===== config.mk =====
export PLATFORM = sky130hd
export DESIGN_NAME = top_k_sorted_insert_table
export DESIGN_NICKNAME = d
export VERILOG_FILES = /design/src/rtl/core/tksi_pkg.sv /design/src/rtl/core/tksi_cell.sv /design/src/rtl/core/top_k_sorted_insert_table.sv
export VERILOG_INCLUDE_DIRS = /design/src /design/src/rtl/core
export SDC_FILE = /design/constraint.sdc
export NUM_CORES = 2
export LEC_CHECK = 0
export ABC_AREA = 0
export BUFFER_PORTS_ARGS = -buffer_cell sky130_fd_sc_hd__clkbuf_2
export CAP_MARGIN = 40
export CORE_MARGIN = 4
export CORE_UTILIZATION = 45
export CTS_CLUSTER_SIZE = 8
export DETAILED_ROUTE_END_ITERATION = 12
export PLACE_DENSITY = 0.71
export SYNTH_ARGS = -nofsm -noshare
export SYNTH_HDL_FRONTEND = slang
export SYNTH_SLANG_ARGS = --single-unit
export TNS_END_PERCENT = 1

===== constraint.sdc =====
create_clock -name clk -period 8.55 [get_ports clk]
set_input_delay 1.71 -clock clk [delete_from_list [all_inputs] [get_ports clk]]
set_output_delay 1.71 -clock clk [all_outputs]
set_load 0.1 [all_outputs]

===== src/rtl/core/top_k_sorted_insert_table_defines.svh =====
// assertion macros for the sorted insert table
// used by the top level only; no other dependencies
`ifndef TOP_K_SORTED_INSERT_TABLE_DEFINES_SVH
`define TOP_K_SORTED_INSERT_TABLE_DEFINES_SVH

`ifndef NO_ASSERTIONS
// same-cycle implication, disabled while in reset
`define TKSI_ASSERT_IMPL(label, clk, rst_n, ante, cons, msg) \
	label: assert property (@(posedge clk) disable iff (!rst_n) (ante) |-> (cons)) \
		else $error(msg);
// next-cycle implication, disabled while in reset
`define TKSI_ASSERT_NEXT(label, clk, rst_n, ante, cons, msg) \
	label: assert property (@(posedge clk) disable iff (!rst_n) (ante) |=> (cons)) \
		else $error(msg);
`else
`define TKSI_ASSERT_IMPL(label, clk, rst_n, ante, cons, msg)
`define TKSI_ASSERT_NEXT(label, clk, rst_n, ante, cons, msg)
`endif

`endif


===== src/rtl/core/tksi_pkg.sv =====
// shared types and codes for the sorted insert table
// no dependencies
package tksi_pkg;

	// transaction kinds
	localparam logic KIND_INSERT = 1'b0;
	localparam logic KIND_READ   = 1'b1;

	// one table entry
	typedef struct packed {
		logic [31:0] points;
		logic [15:0] lines;
		logic [7:0]  level;
		logic [6:0]  hours;
		logic [5:0]  minutes;
		logic [5:0]  seconds;
		logic [15:0] tag;
	} entry_t;

	// control that travels with the wavefront
	typedef struct packed {
		logic       is_read;
		logic [3:0] idx;
		logic       landed;
	} wave_ctl_t;

endpackage


===== src/rtl/core/tksi_cell.sv =====
// one cell of the sorted table: holds one entry and passes a carry down
// depends on tksi_pkg
module tksi_cell #(
	parameter int CELL_INDEX = 0,
	parameter int PW = 4
) (
	input  logic              clk,
	input  logic              arst_n,
	input  logic              tok_in,
	input  tksi_pkg::wave_ctl_t ctl_in,
	input  logic [PW-1:0]     pos_in,
	input  tksi_pkg::entry_t  ent_in,
	output logic              tok_q,
	output tksi_pkg::wave_ctl_t ctl_q,
	output logic [PW-1:0]     pos_q,
	output tksi_pkg::entry_t  ent_q,
	output tksi_pkg::entry_t  held_q
);
	import tksi_pkg::*;

	logic swap;
	logic hit_read;
	logic landed_next;

	// insert lands here when the stored points are not above the carry
	assign swap = !ctl_in.is_read && (held_q.points <= ent_in.points);
	assign hit_read = ctl_in.is_read && ({28'd0, ctl_in.idx} == 32'(CELL_INDEX));
	assign landed_next = ctl_in.landed | swap;

	// token moves one cell per cycle
	always_ff @(posedge clk or negedge arst_n) begin
		if (!arst_n) begin
			tok_q <= 1'b0;
		end else begin
			tok_q <= tok_in;
		end
	end

	// stored entry, cleared at reset
	always_ff @(posedge clk or negedge arst_n) begin
		if (!arst_n) begin
			held_q <= '0;
		end else if (tok_in && swap) begin
			held_q <= ent_in;
		end
	end

	// carry handed to the next cell
	always_ff @(posedge clk) begin
		if (tok_in) begin
			ctl_q.is_read <= ctl_in.is_read;
			ctl_q.idx     <= ctl_in.idx;
			ctl_q.landed  <= landed_next;
			pos_q         <= landed_next ? pos_in : pos_in + PW'(1);
			if (swap || hit_read) begin
				ent_q <= held_q;
			end else begin
				ent_q <= ent_in;
			end
		end
	end

endmodule


===== src/rtl/core/top_k_sorted_insert_table.sv =====
// Sorted best-entries table built as a chain of TABLE_DEPTH cells.
// Command channel: a transaction is taken at a rising edge with start high
// and busy low. kind selects insert or read; the other inputs carry the new
// entry or the read index.
// Result channel: done is high for exactly one cycle with the result on the
// output ports; the receiver takes it in that cycle and cannot stall it.
// Each command launches a wavefront that visits one cell per clock, so a
// result appears once the wavefront has left the last cell, and busy
// stays high until then; a new command can be taken in the done cycle, so
// a new transaction is taken only after the previous one has finished.
// The pace is set by the token walking the cell chain.
// An insert lands above all older entries of equal points; lower entries move
// down one place and the last one drops. Inserts below the lowest stored
// points are refused and leave the table as it was.
// Reset clears every entry to zero points, so the first inserts always land.
`include "top_k_sorted_insert_table_defines.svh"
module top_k_sorted_insert_table #(
	parameter int TABLE_DEPTH = 10
) (
	input  logic        clk,
	input  logic        arst_n,
	input  logic        start,
	output logic        busy,
	input  logic        kind,
	input  logic [31:0] new_points,
	input  logic [15:0] new_lines,
	input  logic [7:0]  new_level,
	input  logic [6:0]  new_hours,
	input  logic [5:0]  new_minutes,
	input  logic [5:0]  new_seconds,
	input  logic [15:0] player_tag,
	input  logic [3:0]  read_index,
	output logic        done,
	output logic        accepted,
	output logic [3:0]  position,
	output logic [31:0] entry_points,
	output logic [15:0] entry_lines,
	output logic [7:0]  entry_level,
	output logic [6:0]  entry_hours,
	output logic [5:0]  entry_minutes,
	output logic [5:0]  entry_seconds,
	output logic [15:0] entry_tag,
	output logic [31:0] best_points,
	output logic [31:0] worst_points
);
	import tksi_pkg::*;

	localparam int PW = $clog2(TABLE_DEPTH + 1);

	logic              take;
	logic              busy_q;
	logic              done_q;
	wave_ctl_t         head_ctl;
	entry_t            head_ent;
	logic [TABLE_DEPTH-1:0] tok;
	wave_ctl_t         ctl  [TABLE_DEPTH];
	logic [PW-1:0]     pos  [TABLE_DEPTH];
	entry_t            ent  [TABLE_DEPTH];
	entry_t            held [TABLE_DEPTH];
	logic [TABLE_DEPTH-2:0] order_ok;

	wave_ctl_t         last_ctl;
	logic [PW-1:0]     last_pos;
	entry_t            last_ent;

	logic        accepted_q;
	logic [3:0]  position_q;
	entry_t      entry_q;
	logic [31:0] best_q;
	logic [31:0] worst_q;

	// command handshake
	assign take = start && !busy_q;
	assign busy = busy_q;

	// wavefront head built from the command
	assign head_ctl.is_read = (kind == KIND_READ);
	assign head_ctl.idx     = read_index;
	assign head_ctl.landed  = 1'b0;
	always_comb begin
		head_ent = '0;
		if (kind == KIND_INSERT) begin
			head_ent.points  = new_points;
			head_ent.lines   = new_lines;
			head_ent.level   = new_level;
			head_ent.hours   = new_hours;
			head_ent.minutes = new_minutes;
			head_ent.seconds = new_seconds;
			head_ent.tag     = player_tag;
		end
	end

	// cell chain
	genvar gi;
	generate
		for (gi = 0; gi < TABLE_DEPTH; gi++) begin : g_cell
			if (gi == 0) begin : g_head
				tksi_cell #(.CELL_INDEX(gi), .PW(PW)) u_cell (
					.clk    (clk),
					.arst_n (arst_n),
					.tok_in (take),
					.ctl_in (head_ctl),
					.pos_in ('0),
					.ent_in (head_ent),
					.tok_q  (tok[gi]),
					.ctl_q  (ctl[gi]),
					.pos_q  (pos[gi]),
					.ent_q  (ent[gi]),
					.held_q (held[gi])
				);
			end else begin : g_body
				tksi_cell #(.CELL_INDEX(gi), .PW(PW)) u_cell (
					.clk    (clk),
					.arst_n (arst_n),
					.tok_in (tok[gi-1]),
					.ctl_in (ctl[gi-1]),
					.pos_in (pos[gi-1]),
					.ent_in (ent[gi-1]),
					.tok_q  (tok[gi]),
					.ctl_q  (ctl[gi]),
					.pos_q  (pos[gi]),
					.ent_q  (ent[gi]),
					.held_q (held[gi])
				);
			end
		end
		for (gi = 0; gi < TABLE_DEPTH - 1; gi++) begin : g_order
			assign order_ok[gi] = held[gi].points >= held[gi+1].points;
		end
	endgenerate

	assign last_ctl = ctl[TABLE_DEPTH-1];
	assign last_pos = pos[TABLE_DEPTH-1];
	assign last_ent = ent[TABLE_DEPTH-1];

	// busy and result strobe
	always_ff @(posedge clk or negedge arst_n) begin
		if (!arst_n) begin
			busy_q <= 1'b0;
			done_q <= 1'b0;
		end else begin
			done_q <= tok[TABLE_DEPTH-1];
			if (take) begin
				busy_q <= 1'b1;
			end else if (tok[TABLE_DEPTH-1]) begin
				busy_q <= 1'b0;
			end
		end
	end

	// result capture once the wavefront leaves the last cell
	always_ff @(posedge clk) begin
		if (tok[TABLE_DEPTH-1]) begin
			accepted_q <= !last_ctl.is_read && last_ctl.landed;
			if (last_ctl.is_read) begin
				position_q <= last_ctl.idx;
				entry_q    <= last_ent;
			end else begin
				position_q <= last_ctl.landed ? 4'(last_pos) : 4'd0;
				entry_q    <= '0;
			end
			best_q  <= held[0].points;
			worst_q <= held[TABLE_DEPTH-1].points;
		end
	end

	assign done          = done_q;
	assign accepted      = accepted_q;
	assign position      = position_q;
	assign entry_points  = entry_q.points;
	assign entry_lines   = entry_q.lines;
	assign entry_level   = entry_q.level;
	assign entry_hours   = entry_q.hours;
	assign entry_minutes = entry_q.minutes;
	assign entry_seconds = entry_q.seconds;
	assign entry_tag     = entry_q.tag;
	assign best_points   = best_q;
	assign worst_points  = worst_q;

	// checks on the chain and the handshake
	`TKSI_ASSERT_IMPL(a_one_wave, clk, arst_n, 1'b1, $onehot0(tok), "more than one wavefront")
	`TKSI_ASSERT_IMPL(a_sorted, clk, arst_n, 1'b1, &order_ok, "table lost descending order")
	`TKSI_ASSERT_NEXT(a_take_busy, clk, arst_n, take, busy_q, "busy not raised after command")
	`TKSI_ASSERT_IMPL(a_done_idle, clk, arst_n, done_q, !busy_q && (tok == '0), "done while busy")

endmodule


==> metrics <==
# hold bufs at CTS 0; FF-to-FF Start g_cell[8].g_body.u_cell.ent_q[88]; Mapped Cells between 5000 and 6000; startpoint types input pin; Post-synth top cells mux2_2 (1641), edfxtp_1 (1164), dfrtp_1 (922); storage element area ~58000 µm²; DRT Wirelength 157000 µm; worst setup margin about 3500 ps; hold_sp g_cell[8].g_body.u_cell.ctl_q[3]; antenna violations before repair 0; Worst path max stage delay just over 700 ps; Post-Synthesis Cell Area 90600 µm²; clock-pin slew on the worst setup and hold paths about 50 ps; CTS max path bufs 4; cells on worst reg2reg path 10; RSZ-0062 raised after global routing no; Synth area leader edfxtp_1; vias in the first global route between 40000 and 50000; Setup WS pre-CTS 2610 ps; area taken by multi-input logic gates 29800 µm²; die width 457 µm; worst vdd ir ~0.2 mV; Slew headroom a little over a third; Final Setup Violations 0; TritonCTS clock tree done; Post-CTS Resized 0; routed len/inst around 18 µm; ys flop type edfxtp_1; Post-Syn Nets 6089; Crit path required time approximately 9000 ps; Setup Total Neg Slack 0 ps; TritonRoute pass-1 iters 5; count leader, synth mux2_2; Vias around 45000; final hold vios 0; Core Footprint around 200000 µm²; Synth cell types roughly 60; crit path cell chain clkbuf_2, nand2b_1, ha_1, nand4_1, or4_1, nor2_1, nand2_1, o2bb2ai_1, nand2b_4, buf_4, mux2i_1; GRT Overall Usage roughly 15%; die area around 210000 µm²; I/O Buffers 260; # nets final ~6500; CP max stage cell buf_4; DRT iter0 DRCs approximately 2300; CP endpoint kind flip-flop; Max Cap Viol 0; hold path depth 0; CP Max Fanout ~50; fill count roughly 16000; worst hold slack 443 ps; sequential-to-total area share from yosys stat 64.0%; first-pass GRT wire length 261000 µm; Static Leak 41.9 nW; Avg Vias per Cell approximately 5.0; Yosys Warn Count 0; Sink Count 2086; R2R Path End g_cell[9].g_body.u_cell.ent_q[33]; boundary pin count about 260; Yosys top cell area share 38.6%; setup bufs post-CTS 0; Area growth, synth to finish 14.2%; dpl hpwl roughly 100000 µm; kind of critical path input pin to flip-flop; Synth Register Bits ~2100; Slew @ Worst Pin between 900 and 1000 ps; Mapped Avg Cell Area about 16 µm²; reg-to-reg setup timing slack roughly 4400 ps; Max H-tree Level 5; fin crit period 5050 ps; Max Fclk around 0.2 GHz; PwrDens roughly 280 nW/µm²; pin count of the biggest net entering global routing between 100 and 150; status finished clean; Synth async-reset ratio roughly 44%; clock skew approximately 55 ps; crit path DAT 5620 ps; Initial Util 45.3%; crit share post-route 59.1%; clock latency on the worst-skew pair 900 ps; Max Slew Vio Count 0; DR DRC count 0; most area-consuming cells after synthesis edfxtp_1 (39%), dfrtp_1 (25%), mux2_2 (20%); clock root buffer clkbuf_16; Final Wtd Congestion between 0.8 and 0.9; GRT overflow 0; Worst Hold Endpoint g_cell[9].g_body.u_cell.ctl_q[3]; remaining antenna violation count 0; layout cells sized above 1 between 30 and 40%; height of the die between 400 and 500 µm; Core Rows between 150 and 200; CTS buffer count just over 300; HP Class flip-flop to flip-flop; Post-synth EDFFs roughly 1200
-- state kept, by name (all words and copies together) (netlist names), 33 cells and up --
signal,flops
g_cell.g_head.u_cell.held_q,91
g_cell.g_head.u_cell.ent_q,91
g_cell.g_body.u_cell.ctl_q,54
g_cell.g_body.u_cell.ent_q,819
g_cell.g_body.u_cell.held_q,819
g_cell.g_body.u_cell.pos_q,33
-- routing by layer --
metal	track usage [%]	up-vias	wire length, µm
li1	-	21700	-
met1	23.0	22300	79400
met2	21.9	740	67300
met3	3.02	325	6250
met4	4.80	0	4120
met5	0	-	0
-- worst max-delay path: cells and delay by family --
family	cells	cell delay, ps
and+or+nand+nor	6	1960
buffers and inverters	2	1110
adders and majority gates	1	330
AOI/OAI and AO/OA	1	220
muxes	1	180
-- kinds of logic (layout without fill, tap and decap cells) --
logic type	count (synthesis)	count (layout)	share of synthesized area (%)
mux	1827	1827	22.6
flops	2086	2086	64.0
compound gates	272	272	1.97
other cells	0	1	0
simple gates	598	598	3.47
fa+ha+maj	328	328	4.53
xor+xnor	22	22	0.213
buf+inv	529	1171	3.19
-- worst max path at each step --
stage | to | cells past startpoint | slack (ps) | start
floorplan | g_cell[0].g_head.u_cell.held_q[0] | 5 | 1280 | start
global placement | g_cell[0].g_head.u_cell.ent_q[2] | 11 | 2720 | kind
detailed placement | g_cell[0].g_head.u_cell.ent_q[16] | 11 | 2610 | kind
CTS | g_cell[0].g_head.u_cell.ent_q[16] | 11 | 3570 | kind
global route | g_cell[0].g_head.u_cell.ent_q[14] | 11 | 3250 | kind
finish | g_cell[0].g_head.u_cell.ent_q[16] | 11 | 3500 | kind
-- metrics by stage --
stage               power (mW)  std cells  util (%)  instance area (µm²)
floorplan                 17.3       5662         -                90600
global placement          18.2       8411      47.1                94200
detailed placement        18.5       8429      47.3                94600
CTS                       29.7       8960      51.7               103000
global route              30.8       8960      51.7               103000
finish                    29.3       8961      51.7               103000
-- layout by cell type (no fill, tap or decap), types with 6 or more instances in the layout --
master / count
o211ai_1: 24
xnor2_1: 15
a21o_1: 15
clkbuf_16: 318
a211oi_1: 7
or3_1: 9
nand2b_1: 98
buf_16: 17
a2111oi_0: 8
edfxtp_1: 1164
nor2b_1: 13
clkbuf_2: 259
buf_4: 53
mux2i_1: 90
nand2_1: 184
nand3_1: 42
mux2_1: 96
and2_1: 93
nor2_1: 44
o31a_1: 7
o311a_1: 6
buf_12: 7
nand4_1: 72
xor2_1: 7
ha_1: 328
dfrtp_1: 912
a21oi_1: 122
clkbuf_1: 208
inv_1: 303
a221oi_1: 10
nor4_1: 19
o21ai_0: 30
a221o_1: 10
mux2_2: 1641
o21ba_2: 6
dfrtp_4: 10
-- cell type report --
cell class / instances / area share, %
Tap cell: 2656 / 3.21
Inverter: 303 / 1.10
Clock buffer: 526 / 8.45
Antenna cell: 1 / 0.00242
Timing Repair Buffer: 337 / 2.24
Sequential cell: 2086 / 56.1
Clock inverter: 5 / 0.0496
Multi-Input combinational cell: 3047 / 28.8
-- power by group --
part           total (mW)  internal, mW  switching, mW
Clock                10.9          6.85           4.06
Sequential           13.5          12.6          0.940
Combinational        4.83          2.66           2.17
Total                29.3          22.1           7.17
(Power assumes the default switching activity.)
